## src/sv/sdrs_pkg.sv

```systemverilog
`timescale 1ns / 1ps
// ----------------------------------------------------------------------------
// sdrs_pkg: shared types and constants of the stereo range smoother
// Field widths, register indexes, register reset values and sequencer states.
// ----------------------------------------------------------------------------
package sdrs_pkg;

   // Pixel coordinate width of the blob positions
   localparam int COORD_BITS = 10;

   // Configuration register widths
   localparam int SCALE_W  = 24;
   localparam int WEIGHT_W = 16;
   localparam int THRESH_W = 21;
   localparam int CSR_W    = 24;
   localparam int CSR_IDX_W = 2;

   // Range in Q13.8
   localparam int RANGE_W = 21;
   localparam logic [RANGE_W-1:0] RANGE_MAX = {RANGE_W{1'b1}};

   // Divider: one quotient bit per step
   localparam int DIV_STEPS = SCALE_W;
   localparam int CNT_W     = $clog2(DIV_STEPS);

   // Moving-average datapath
   localparam int DIFF_W = RANGE_W + 1;
   localparam int PROD_W = WEIGHT_W + 1 + DIFF_W;
   localparam int ACC_W  = PROD_W + 1;
   localparam int FRAC_W = WEIGHT_W;

   // Register reset values
   localparam logic [SCALE_W-1:0]  SCALE_RESET  = SCALE_W'(1728484);
   localparam logic [WEIGHT_W-1:0] WEIGHT_RESET = WEIGHT_W'(655);
   localparam logic [THRESH_W-1:0] THRESH_RESET = THRESH_W'(1280);

   // Register indexes
   typedef enum logic [CSR_IDX_W-1:0] {
      CSR_RANGE_SCALE       = 2'd0,
      CSR_SMOOTHING_WEIGHT  = 2'd1,
      CSR_OUTLIER_THRESHOLD = 2'd2,
      CSR_UNUSED            = 2'd3
   } csr_index_type;

   // Sequencer states
   typedef enum logic [1:0] {
      ST_IDLE = 2'd0,
      ST_DIV  = 2'd1,
      ST_MUL  = 2'd2,
      ST_FIN  = 2'd3
   } seq_state_type;

endpackage

```

## src/sv/sdrs_if.sv

```systemverilog
`timescale 1ns / 1ps
// ----------------------------------------------------------------------------
// sdrs_if: handshake channels of the stereo range smoother
// Request channel carries a blob pair, response channel carries one result.
// ----------------------------------------------------------------------------
interface sdrs_req_if
   import sdrs_pkg::*;
   ();
   logic                  valid;
   logic                  ready;
   logic [COORD_BITS-1:0] left_x;
   logic [COORD_BITS-1:0] right_x;

   modport source (output valid, output left_x, output right_x, input ready);
   modport sink   (input valid, input left_x, input right_x, output ready);
endinterface

interface sdrs_rsp_if
   import sdrs_pkg::*;
   ();
   logic               valid;
   logic               ready;
   logic [RANGE_W-1:0] range_estimate;
   logic               used_average;
   logic               sample_rejected;
   logic               range_saturated;

   modport source (output valid, output range_estimate, output used_average,
                   output sample_rejected, output range_saturated, input ready);
   modport sink   (input valid, input range_estimate, input used_average,
                   input sample_rejected, input range_saturated, output ready);
endinterface

```

## src/sv/stereo_disparity_range_smoother.sv

```systemverilog
`timescale 1ns / 1ps
// ----------------------------------------------------------------------------
// stereo_disparity_range_smoother: stereo range with moving-average smoothing
// Range = K / (right_x - left_x) in Q13.8, smoothed by an exponential average,
// with the average returned when the raw range deviates past a threshold.
// ----------------------------------------------------------------------------
//  channel  dir  handshake          payload
//  req_bus  in   valid/ready        left_x, right_x
//  rsp_bus  out  valid/ready        range_estimate, used_average,
//                                   sample_rejected, range_saturated
//  csr_*    in   csr_we             csr_index, csr_wdata (write only)
//
//  A word with positive disparity goes from accept to result through the
//  restoring divider (one quotient bit per cycle), then the weight
//  multiplier, then the average update and outlier test. Zero disparity
//  skips the divider, negative disparity goes straight to the result. The
//  first sample loads the average and skips the multiplier. One word is
//  in flight at a time.
//  Synchronous reset loads the register defaults and marks the average empty.
//  The result register frees the request side; a stalled response holds the
//  sequencer in its final step only when the result register is still full.
// ----------------------------------------------------------------------------
module stereo_disparity_range_smoother
   import sdrs_pkg::*;
(
   input  logic                 clock,
   input  logic                 reset,
   sdrs_req_if.sink             req_bus,
   sdrs_rsp_if.source           rsp_bus,
   input  logic                 csr_we,
   input  logic [CSR_IDX_W-1:0] csr_index,
   input  logic [CSR_W-1:0]     csr_wdata
);

   // Configuration registers
   logic [SCALE_W-1:0]  scale_ff;
   logic [WEIGHT_W-1:0] weight_ff;
   logic [THRESH_W-1:0] thresh_ff;

   // Control state
   seq_state_type state_ff, state_in;
   logic          first_ff, first_in;
   logic          rsp_valid_ff, rsp_valid_in;

   // Datapath registers
   logic [CNT_W-1:0]      cnt_ff, cnt_in;
   logic [SCALE_W-1:0]    quo_ff, quo_in;
   logic [COORD_BITS:0]   rem_ff, rem_in;
   logic [COORD_BITS-1:0] disp_ff, disp_in;
   logic                  neg_ff, neg_in;
   logic [RANGE_W-1:0]    raw_ff, raw_in;
   logic                  sat_ff, sat_in;
   logic [RANGE_W-1:0]    avg_ff, avg_in;
   logic signed [PROD_W-1:0] prod_ff, prod_in;
   logic [RANGE_W-1:0]    out_range_ff, out_range_in;
   logic                  out_used_ff, out_used_in;
   logic                  out_rej_ff, out_rej_in;
   logic                  out_sat_ff, out_sat_in;

   // Combinational helpers
   logic signed [COORD_BITS:0] disp_s;
   logic [COORD_BITS:0]        trial;
   logic                       trial_ge;
   logic signed [DIFF_W-1:0]   diff;
   logic signed [ACC_W-1:0]    acc;
   logic [RANGE_W-1:0]         new_avg;
   logic signed [DIFF_W-1:0]   dev_s;
   logic [RANGE_W-1:0]         dev_abs;
   logic                       out_free;

   // Write configuration registers
   always_ff @(posedge clock) begin
      if (reset) begin
         scale_ff  <= SCALE_RESET;
         weight_ff <= WEIGHT_RESET;
         thresh_ff <= THRESH_RESET;
      end else if (csr_we) begin
         unique case (csr_index_type'(csr_index))
            CSR_RANGE_SCALE:       scale_ff  <= csr_wdata[SCALE_W-1:0];
            CSR_SMOOTHING_WEIGHT:  weight_ff <= csr_wdata[WEIGHT_W-1:0];
            CSR_OUTLIER_THRESHOLD: thresh_ff <= csr_wdata[THRESH_W-1:0];
            default: ;
         endcase
      end
   end

   // Shared arithmetic terms
   always_comb begin
      disp_s   = $signed({1'b0, req_bus.right_x}) - $signed({1'b0, req_bus.left_x});
      trial    = {rem_ff[COORD_BITS-1:0], quo_ff[SCALE_W-1]};
      trial_ge = trial >= {1'b0, disp_ff};
      diff     = $signed({1'b0, raw_ff}) - $signed({1'b0, avg_ff});
      acc      = $signed({{(ACC_W-RANGE_W-FRAC_W){1'b0}}, avg_ff, {FRAC_W{1'b0}}})
                 + ACC_W'(prod_ff)
                 + $signed(ACC_W'(1) <<< (FRAC_W-1));
      new_avg  = acc[RANGE_W+FRAC_W-1:FRAC_W];
      dev_s    = $signed({1'b0, new_avg}) - $signed({1'b0, raw_ff});
      dev_abs  = dev_s[DIFF_W-1] ? RANGE_W'(-dev_s) : dev_s[RANGE_W-1:0];
      out_free = !rsp_valid_ff || rsp_bus.ready;
   end

   // Sequencer: next state and datapath loads
   always_comb begin
      state_in     = state_ff;
      first_in     = first_ff;
      rsp_valid_in = rsp_valid_ff && !rsp_bus.ready;
      cnt_in       = cnt_ff;
      quo_in       = quo_ff;
      rem_in       = rem_ff;
      disp_in      = disp_ff;
      neg_in       = neg_ff;
      raw_in       = raw_ff;
      sat_in       = sat_ff;
      avg_in       = avg_ff;
      prod_in      = prod_ff;
      out_range_in = out_range_ff;
      out_used_in  = out_used_ff;
      out_rej_in   = out_rej_ff;
      out_sat_in   = out_sat_ff;
      unique case (state_ff)
         ST_IDLE: begin
            if (req_bus.valid) begin
               disp_in = disp_s[COORD_BITS-1:0];
               neg_in  = disp_s[COORD_BITS];
               quo_in  = scale_ff;
               rem_in  = '0;
               cnt_in  = '0;
               raw_in  = RANGE_MAX;
               sat_in  = 1'b1;
               if (disp_s[COORD_BITS]) begin
                  state_in = ST_FIN;
               end else if (disp_s == '0) begin
                  state_in = first_ff ? ST_FIN : ST_MUL;
               end else begin
                  state_in = ST_DIV;
               end
            end
         end
         ST_DIV: begin
            // Restoring divide step: shift in one dividend bit, subtract if it fits
            rem_in = trial_ge ? (trial - {1'b0, disp_ff}) : trial;
            quo_in = {quo_ff[SCALE_W-2:0], trial_ge};
            cnt_in = cnt_ff + CNT_W'(1);
            if (cnt_ff == CNT_W'(DIV_STEPS-1)) begin
               if (quo_in[SCALE_W-1:RANGE_W] != '0) begin
                  raw_in = RANGE_MAX;
                  sat_in = 1'b1;
               end else begin
                  raw_in = quo_in[RANGE_W-1:0];
                  sat_in = 1'b0;
               end
               state_in = first_ff ? ST_FIN : ST_MUL;
            end
         end
         ST_MUL: begin
            prod_in  = $signed({1'b0, weight_ff}) * diff;
            state_in = ST_FIN;
         end
         ST_FIN: begin
            if (out_free) begin
               rsp_valid_in = 1'b1;
               state_in     = ST_IDLE;
               if (neg_ff) begin
                  out_range_in = avg_ff;
                  out_used_in  = 1'b1;
                  out_rej_in   = 1'b1;
                  out_sat_in   = 1'b0;
               end else if (first_ff) begin
                  first_in     = 1'b0;
                  avg_in       = raw_ff;
                  out_range_in = raw_ff;
                  out_used_in  = 1'b0;
                  out_rej_in   = 1'b0;
                  out_sat_in   = sat_ff;
               end else begin
                  avg_in       = new_avg;
                  out_used_in  = dev_abs > thresh_ff;
                  out_range_in = (dev_abs > thresh_ff) ? new_avg : raw_ff;
                  out_rej_in   = 1'b0;
                  out_sat_in   = sat_ff;
               end
            end
         end
         default: state_in = ST_IDLE;
      endcase
   end

   // Control registers
   always_ff @(posedge clock) begin
      if (reset) begin
         state_ff     <= ST_IDLE;
         first_ff     <= 1'b1;
         rsp_valid_ff <= 1'b0;
         avg_ff       <= '0;
      end else begin
         state_ff     <= state_in;
         first_ff     <= first_in;
         rsp_valid_ff <= rsp_valid_in;
         avg_ff       <= avg_in;
      end
   end

   // Payload registers
   always_ff @(posedge clock) begin
      cnt_ff       <= cnt_in;
      quo_ff       <= quo_in;
      rem_ff       <= rem_in;
      disp_ff      <= disp_in;
      neg_ff       <= neg_in;
      raw_ff       <= raw_in;
      sat_ff       <= sat_in;
      prod_ff      <= prod_in;
      out_range_ff <= out_range_in;
      out_used_ff  <= out_used_in;
      out_rej_ff   <= out_rej_in;
      out_sat_ff   <= out_sat_in;
   end

   // Drive channel ports
   assign req_bus.ready           = (state_ff == ST_IDLE);
   assign rsp_bus.valid           = rsp_valid_ff;
   assign rsp_bus.range_estimate  = out_range_ff;
   assign rsp_bus.used_average    = out_used_ff;
   assign rsp_bus.sample_rejected = out_rej_ff;
   assign rsp_bus.range_saturated = out_sat_ff;

endmodule

```

## src/flat_wrapper.sv

```systemverilog
// flat-port wrapper written by rule: the top's interface ports become plain ports
module stereo_disparity_range_smoother_flat import sdrs_pkg::*;
  (clock, reset, csr_we, csr_index, csr_wdata, req_bus_valid, req_bus_left_x, req_bus_right_x, req_bus_ready, rsp_bus_valid, rsp_bus_range_estimate, rsp_bus_used_average, rsp_bus_sample_rejected, rsp_bus_range_saturated, rsp_bus_ready);
  sdrs_req_if req_bus_i ();
  sdrs_rsp_if rsp_bus_i ();
  input  logic clock;
  input  logic reset;
  input  logic csr_we;
  input  logic [CSR_IDX_W-1:0] csr_index;
  input  logic [CSR_W-1:0] csr_wdata;
  input wire logic [$bits(req_bus_i.valid)-1:0] req_bus_valid;
  input wire logic [$bits(req_bus_i.left_x)-1:0] req_bus_left_x;
  input wire logic [$bits(req_bus_i.right_x)-1:0] req_bus_right_x;
  output wire logic [$bits(req_bus_i.ready)-1:0] req_bus_ready;
  output wire logic [$bits(rsp_bus_i.valid)-1:0] rsp_bus_valid;
  output wire logic [$bits(rsp_bus_i.range_estimate)-1:0] rsp_bus_range_estimate;
  output wire logic [$bits(rsp_bus_i.used_average)-1:0] rsp_bus_used_average;
  output wire logic [$bits(rsp_bus_i.sample_rejected)-1:0] rsp_bus_sample_rejected;
  output wire logic [$bits(rsp_bus_i.range_saturated)-1:0] rsp_bus_range_saturated;
  input wire logic [$bits(rsp_bus_i.ready)-1:0] rsp_bus_ready;
  assign req_bus_i.valid = req_bus_valid;
  assign req_bus_i.left_x = req_bus_left_x;
  assign req_bus_i.right_x = req_bus_right_x;
  assign req_bus_ready = req_bus_i.ready;
  assign rsp_bus_valid = rsp_bus_i.valid;
  assign rsp_bus_range_estimate = rsp_bus_i.range_estimate;
  assign rsp_bus_used_average = rsp_bus_i.used_average;
  assign rsp_bus_sample_rejected = rsp_bus_i.sample_rejected;
  assign rsp_bus_range_saturated = rsp_bus_i.range_saturated;
  assign rsp_bus_i.ready = rsp_bus_ready;
  stereo_disparity_range_smoother u_core (.clock(clock), .reset(reset), .req_bus(req_bus_i), .rsp_bus(rsp_bus_i), .csr_we(csr_we), .csr_index(csr_index), .csr_wdata(csr_wdata));
endmodule
```

## config.mk

```make
export PLATFORM = sky130hd
export DESIGN_NAME = stereo_disparity_range_smoother_flat
export DESIGN_NICKNAME = d
export VERILOG_FILES = /design/src/sv/sdrs_pkg.sv /design/src/sv/sdrs_if.sv /design/src/sv/stereo_disparity_range_smoother.sv /design/src/flat_wrapper.sv
export SDC_FILE = /design/constraint.sdc
export NUM_CORES = 1
export LEC_CHECK = 0
export BUFFER_PORTS_ARGS = -buffer_cell sky130_fd_sc_hd__buf_4
export CELL_PAD_IN_SITES_DETAIL_PLACEMENT = 0
export CELL_PAD_IN_SITES_GLOBAL_PLACEMENT = 2
export CORE_AREA = 2 2 259 261
export CTS_BUF_LIST = sky130_fd_sc_hd__clkbuf_8
export CTS_CLUSTER_SIZE = 25
export DETAILED_ROUTE_END_ITERATION = 6
export DIE_AREA = 0 0 261 263
export PLACE_DENSITY_LB_ADDON = 0.1
export SLEW_MARGIN = 0
export SYNTH_ARGS = -nofsm -noshare
export SYNTH_HDL_FRONTEND = slang
export SYNTH_SLANG_ARGS = --single-unit
```

## constraint.sdc

```tcl
create_clock -name clock -period 18.3 [get_ports clock]
set_input_delay 3.66 -clock clock [delete_from_list [all_inputs] [get_ports clock]]
set_output_delay 3.66 -clock clock [all_outputs]
set_load 0.02 [all_outputs]
```

Yosys cells after proc, flatten, opt, wreduce, memory -nomap -nowiden:

Index checks and enable logic that the tools add are counted.

* add/subtract/negate cells: 8
* multiply operators: 1
* order comparisons: 2
* equal/unequal tests: 9
* muxes and demuxes: 31
* bitwise logic cells: 1
* reduce and logical (&&, ||, !) cells: 18

Operators with widths (number)
* 21-bit two-way mux: 8
* 24-bit case mux with 2 select lines: 1
* 21-bit by 21-bit subtractor with 22-bit output: 2
* 21-bit case mux with 2 select lines: 1
* 37-bit by 17-bit adder with 37-bit output (second input constant): 1
* 37-bit adder: 1
* 17-bit by 22-bit multiplier with 37-bit output: 1
* 24-bit two-way mux: 1
* 21-bit > comparator: 1
* 21-bit negation: 1
* 10-bit two-way mux: 2
* 10-bit case mux with 2 select lines: 1
* 2-bit AND reduction: 6
* 11-bit by 10-bit greater-or-equal comparator with 1-bit output: 1
* 11-bit zero test: 1
* 10-bit by 10-bit subtractor with 11-bit output: 1
* 2-bit two-way mux: 5
* 5-bit case mux with 2 select lines: 1
* 10-bit subtractor: 1
* 3-bit AND reduction: 3
* 1-bit two-way mux: 8
* 2-bit case mux with 4 select lines: 1
* 2-bit == test (second input constant): 3
* 5-bit by 1-bit adder with 5-bit output (second input constant): 1
* 13 further kinds: 17

* flip-flop bits (word level): 219
* output and inout port bits: 26

Depth between registers and ports, before layout:

Gate-level depths: netlist of run 1.

* depth in word-level cells: 9
* depth in mapped cells: 35
* gate-level depth less buffers: 33

Worst setup path after synthesis of run 1:

OpenSTA, ideal clock, no wires.

* kind: flip-flop to flip-flop
* from: register u_core.raw_ff[0]
* to: register u_core.prod_ff[36], data pin
* arrival time: 8143 ps
* required time: 18032 ps
* setup slack: 9889 ps
* cell stages (with the launch flop): 32
* period minus slack after synthesis: 8411 ps
* path through: edfxtp_1 > inv_1 > ha_1 > fa_1 > nor2b_1 > o21ai_0 > nand2b_1 > a21oi_1 > o211a_1 > or4_4 > a31oi_4 > buf_2 > nor4_1 > a311oi_1 > fa_1 > fa_1 > fa_1 > inv_1 > fa_1 > fa_1 > inv_1 > fa_1 > inv_1 > ha_1 > and3_1 > nand4_1 > a21oi_1 > o211a_4 > a31oi_4 > or4_4 > a311oi_2 > xnor3_1

* longest elaborated chain between the ends: 2

RTL lines
* start: declaration: line stereo_disparity_range_smoother.sv:51 `logic [RANGE_W-1:0] raw_ff, raw_in;`
* start signal: assignment: line stereo_disparity_range_smoother.sv:210 `raw_ff <= raw_in;`
* 21-bit by 21-bit subtractor with 22-bit output: line stereo_disparity_range_smoother.sv:92 `diff = $signed({1'b0, raw_ff}) - $signed({1'b0, avg_ff});`
* 17-bit by 22-bit multiplier with 37-bit output: line stereo_disparity_range_smoother.sv:156 `prod_in = $signed({1'b0, weight_ff}) * diff;`
* end signal: assignment: line stereo_disparity_range_smoother.sv:212 `prod_ff <= prod_in;`
* end: declaration: line stereo_disparity_range_smoother.sv:54 `logic signed [PROD_W-1:0] prod_ff, prod_in;`

Every way passes these cells.
A chain may end at the register's enable or synchronous reset.

Worst setup path in the final report of run 1:

Same ends and word-level chain as after synthesis.

==> results.cfg, run 1 <==
[cts]
cts_buffers = 35
holdBufCountCts = 0
ctsResizeCount = 0
clkLatencyLatePin_ns = 0.57
clk_pin_slew_ns = 0.06
cts_tree = yes
post-cts-setup-buffer-count = 0
cts.sinks = 204
cts-htree-levels = 2
cts_buffer_depth = 3
root_buffer = clkbuf_8

[setup_path]
crit_required_ns = 18.61
cpMostUsedCell = fa_1
critPathMaxFanout = 33
critPathKind = reg2reg
arrival_ns = 9.97
critPathMaxStageDelay_ns = 0.78
crit_slowest_cell = a31oi_4
start_kind = flop
cp-end-kind = flop

[routing]
drt-wirelength-per-cell_um = 19.9
drtIter0Drc = 1326
routed_wl_mm = 78.5
drt_first_pass_iters = 6
drc = 0
antenna_left = 0
vias = 21000
viasPerCell = 5.32

[synthesis]
synth_area_leaders = fa_1 26%, edfxtp_1 13%, ha_1 9.4%
netlist_area_um2 = 26700
yosysTopAreaCell = fa_1
synth-edff-count = 118
yosysSeqAreaShare_pct = 19.7
synthCells = 3045
ys_types = 79
synth_nets = 3636
ys_warn_count = 0
async_flop_share_pct = 0
synth_top_flop_cell = edfxtp_1
synthesis.area_per_instance_um2 = 8.76
synth-seq-cells = 204
synth_top_cell_area_share_pct = 25.5

[sta]
rsz0062_at_grt = no
maxSlewHeadroom_pct = 26.4
slew_violations = 0
fmax_mhz = 104
final.setup.tns_ns = 0
min_period_over_period_pct = 52.8
fin_skew_ns = 0.0250
setup_viol = 0
finalHoldViolations = 0
worst_slew_pin_slew_ns = 1.10
fin_crit_ns = 9.66

[global_routing]
grt_max_degree = 91
grt_util_all_layers_pct = 23.4
gr-total-overflow = 0
grt_pass1_wl_mm = 124
grt_pass1_vias = 21600
antenna_found_initial = 2

[placed_design]
place.port_buffers = 76
placed_cells = 3888
dpl.hpwl_mm = 59.4
place_congestion = 0.846

[floorplan]
dieWidth_um = 261
start_util_pct = 40.7
core.rowCount = 94
io_pins = 77
dieArea_um2 = 68600
die_y_um = 263
core_area_um2 = 65600

[layout]
fillers = 6530
final_cells = 3952
area_delta_synth_final_pct = 8.55
n_antenna_cell = 0
fin_nets = 3652
drive_gt1_share_pct = 7.77

[min_path]
hold_class = reg2reg

[job]
max_cap_viol_count = 0

[run_status]
status = complete, no violations
worst max-delay path: cells and delay by family, from the launching register on:
kind	cells	cell delay, ns
adder cells (fa/ha/maj)	9	3.95
buffers and inverters	6	0.53
flip-flops	1	0.41
XOR/XNOR	1	0.42
AND/OR/NAND/NOR	7	1.78
AO/OA/AOI/OAI	9	2.28
path summary, 6_finish.rpt:
kind              depth (start not counted)  slack (ns)                start             endpoint
hold reg to reg                           2        0.45  u_core.scale_ff[21]  u_core.scale_ff[21]
setup reg to reg                         32        8.64     u_core.raw_ff[0]   u_core.prod_ff[36]
setup / recovery                         32        8.64     u_core.raw_ff[0]   u_core.prod_ff[36]
hold / removal                            2        0.45  u_core.scale_ff[21]  u_core.scale_ff[21]
layout by cell type (no fill, tap or decap), types with 26 or more instances in the layout:
cell type	instances
nand4_1	26
and2_1	113
nor2b_1	70
a211oi_1	29
nand3_1	46
nand3b_1	28
o21ai_0	64
nor2_1	80
ha_1	199
dfxtp_1	85
buf_4	127
nand2_1	439
xor2_1	26
fa_1	340
nor3_1	47
edfxtp_1	118
inv_1	557
xnor2_1	69
clkbuf_8	39
mux2i_1	35
a21oi_1	144
a21o_1	43
nand2b_1	54
flip-flops by register name (all words and copies together) (netlist names), 2 cells and up:
signal	cells
u_core.avg_ff	21
u_core.quo_ff	24
u_core.cnt_ff	5
u_core.scale_ff	24
u_core.rem_ff	10
u_core.weight_ff	16
u_core.state_ff	2
u_core.prod_ff	22
u_core.disp_ff	10
u_core.thresh_ff	21
u_core.raw_ff	21
u_core.rsp_bus.range_estimate	21
per-layer routing:
metal	GRT usage, %	up-vias	part of all wire, %
met5	0	-	0
li1	-	9947	-
met3	2.41	85	4.6
met1	31.9	10500	45
met2	40.3	469	49
met4	4.55	0	1.9
cell families after synthesis:
logic type / Yosys count / share of synthesized area, %
simple gates: 981 / 18.1
buf+inv: 694 / 9.79
fa+ha+maj: 540 / 34.9
compound gates: 466 / 11.8
flops: 204 / 19.7
xor+xnor: 100 / 3.33
mux: 60 / 2.37
synth_stat cells (all sizes together) (4+ instances only):
cell type  instances
dfxtp             86
nand3             47
mux2i             35
and2             113
or4                4
edfxtp           118
nand3b            28
or2                5
nor2b             71
o21ai             67
a311oi            14
o211ai            25
a21oi            146
fa               340
nand2b            54
xor2              28
nor4              24
a21boi             9
o21bai             6
xnor2             71
nand2            439
a311o              7
nand4             26
o31a               5
o311a              8
a221oi            10
and3              12
and3b              6
a21o              46
inv              546
ha               200
a31oi             14
a211oi            29
clkbuf           137
o21a              22
o31ai             14
or3                8
mux2              25
buf               11
nor3              51
o311ai            15
a211o              9
nor2              81
through the flow:
stage	instance area (um^2)	hold slack, ns	worst slack, ns	utilization (%)
floorplan	26700	0.424	9.89	-
global placement	28200	0.440	8.82	43.0
detailed placement	28200	0.447	8.66	43.0
CTS	29000	0.455	8.64	44.1
global route	29000	0.473	8.16	44.1
finish	29000	0.454	8.64	44.1
area by class of cell:
type | instances | area (um^2) | share of cell area, %
Multi-Input combinational cell | 2147 | 18900 | 65.2
Clock inverter | 25 | 194 | 0.669
Inverter | 546 | 2050 | 7.07
Timing Repair Buffer | 127 | 953 | 3.29
Tap cell | 864 | 1080 | 3.73
Sequential cell | 204 | 5270 | 18.2
Clock buffer | 39 | 537 | 1.85
Power of run 1 is left out: the tool's default activity adds up to more than one toggle a clock period on the data nets, which glitch-free logic cannot reach.
==> inputs of run 2 (changes only) <==
Settings changed: CORE_AREA 2 2 259 261 to 2 2 269 271, DIE_AREA 0 0 261 263 to 0 0 271 273.
Clock period 18.3 ns to 8.5 ns, I/O delays scaled along.
==> run 2 against run 1 <==
Net effect:
- global-route usage down 1.1 points
- cell area up 5.2%
- maximum frequency up 14%
- die area up 7.8%
- critical path type unchanged
- critical endpoint unchanged
==> results.cfg, run 2 (same netlist as run 1, synthesis figures left out) <==
[run_status]
status = complete, no violations

[setup_path]
critPathMaxStageDelay_ns = 0.60
start_kind = flop
critPathKind = reg2reg
path_delay_family = adder cells
cpMostUsedCell = fa_1
cp-end-kind = flop
crit_required_ns = 8.79
critPathMaxFanout = 5
arrival_ns = 8.76
critPathBufInv = 6
crit_slowest_cell = or4_4

[layout]
final_cell_mix = 545 x inv_1, 438 x nand2_1, 337 x fa_1
fillers = 7050
final_common_cell = inv_1
fin_area_um2 = 30500
top_regs = u_core.quo_ff (24), u_core.scale_ff (24), u_core.prod_ff (22)
final_cells = 4163
area_delta_synth_final_pct = 14.2
final_core_util_pct = 42.9
fin_nets = 3775
drive_gt1_share_pct = 12.8

[job]
max_cap_viol_count = 0

[placed_design]
place_congestion = 0.860
place.port_buffers = 76
dpl.hpwl_mm = 64.0
preCtsSetupSlack_ns = -0.313
placed_cell_area_um2 = 29200
placed_cells = 4076

[global_routing]
grt_util_all_layers_pct = 22.3
grt_max_degree = 91
antenna_found_initial = 3
grt_pass1_wl_mm = 128
grt_pass1_vias = 22500
gr-total-overflow = 0

[routing]
drt_first_pass_iters = 6
vias = 21400
drt-wirelength-per-cell_um = 19.5
drc = 0
routed_wl_mm = 81.2
drtIter0Drc = 1161
viasPerCell = 5.13
antenna_left = 0

[cts]
cts_buffer_depth = 3
holdBufCountCts = 0
cts_tree = yes
clkLatencyLatePin_ns = 0.57
clk_pin_slew_ns = 0.07
cts_buffers = 36
cts.sinks = 204
root_buffer = clkbuf_8
cts-htree-levels = 2

[floorplan]
die_y_um = 273
core_area_um2 = 71000
dieWidth_um = 271
start_util_pct = 37.6
io_pins = 77
dieArea_um2 = 74000
core.rowCount = 98

[sta]
fin_crit_ns = 8.47
slew_violations = 0
setup_ws_ns = 0.0284
min_period_over_period_pct = 99.7
fmax_mhz = 118
rsz0062_at_grt = yes
fin_skew_ns = 0.0331
worst_slew_pin_slew_ns = 1.27
setup_viol = 0
maxSlewHeadroom_pct = 15.5
finalHoldViolations = 0

[min_path]
hold_class = reg2reg
## run 2: changes by cell type in the layout (fill, tap and decap cells not counted), moves of 5 or more
cell	change
buf_6	+11
a21oi_2	+5
ha_4	+11
a21oi_1	-7
buf_12	+8
buf_4	+101
ha_1	-11
inv_2	+9
inv_1	-12
## run 2: final cells by class
type                       count  area (um^2)  share of cell area, %
clock inverter                25          183                  0.599
timing repair buffer         249         2040                   6.68
clock buffer                  41          564                   1.85
tap                          950         1190                   3.90
inverter                     546         2050                   6.72
sequential                   204         5270                   17.3
multi-input combinational   2147        19200                   63.0
antenna                        1         2.50                0.00821
## run 2: metal layers
layer	global-route usage, %	routed length [um]
met5	0	0
met4	5.92	2210
met3	2.80	3600
met2	39.0	40100
met1	29.1	35300
## run 2: metrics by stage
step	hold slack [ns]	TNS, ns
floorplan	0.424	0
global placement	0.439	-0.143
detailed placement	0.448	-0.614
CTS	0.457	0
global route	0.479	-0.590
finish	0.454	0
## run 2: worst paths after layout
path	start	endpoint	slack [ns]	depth (start not counted)
setup / recovery	u_core.raw_ff[0]	u_core.prod_ff[36]	0.03	32
hold / removal	u_core.scale_ff[1]	u_core.scale_ff[1]	0.45	2
setup reg to reg	u_core.raw_ff[0]	u_core.prod_ff[36]	0.03	32
hold reg to reg	u_core.scale_ff[1]	u_core.scale_ff[1]	0.45	2
## run 2: worst min-delay path, delay by kind of cell, from the launching register on
family | cells | cell delay (ns)
DFF | 1 | 0.31
AOI/OAI and AO/OA | 1 | 0.05
and+or+nand+nor | 1 | 0.05
## run 2: timing repair
item                       4_1_cts  5_1_grt
pin swaps                       13       42
setup buffers                    7       12
gates cloned                     0        1
setup endpoints to repair        8       11
gates resized for setup         10       68
hold endpoints to repair         0        0
Power of run 2 is left out for the same reason.
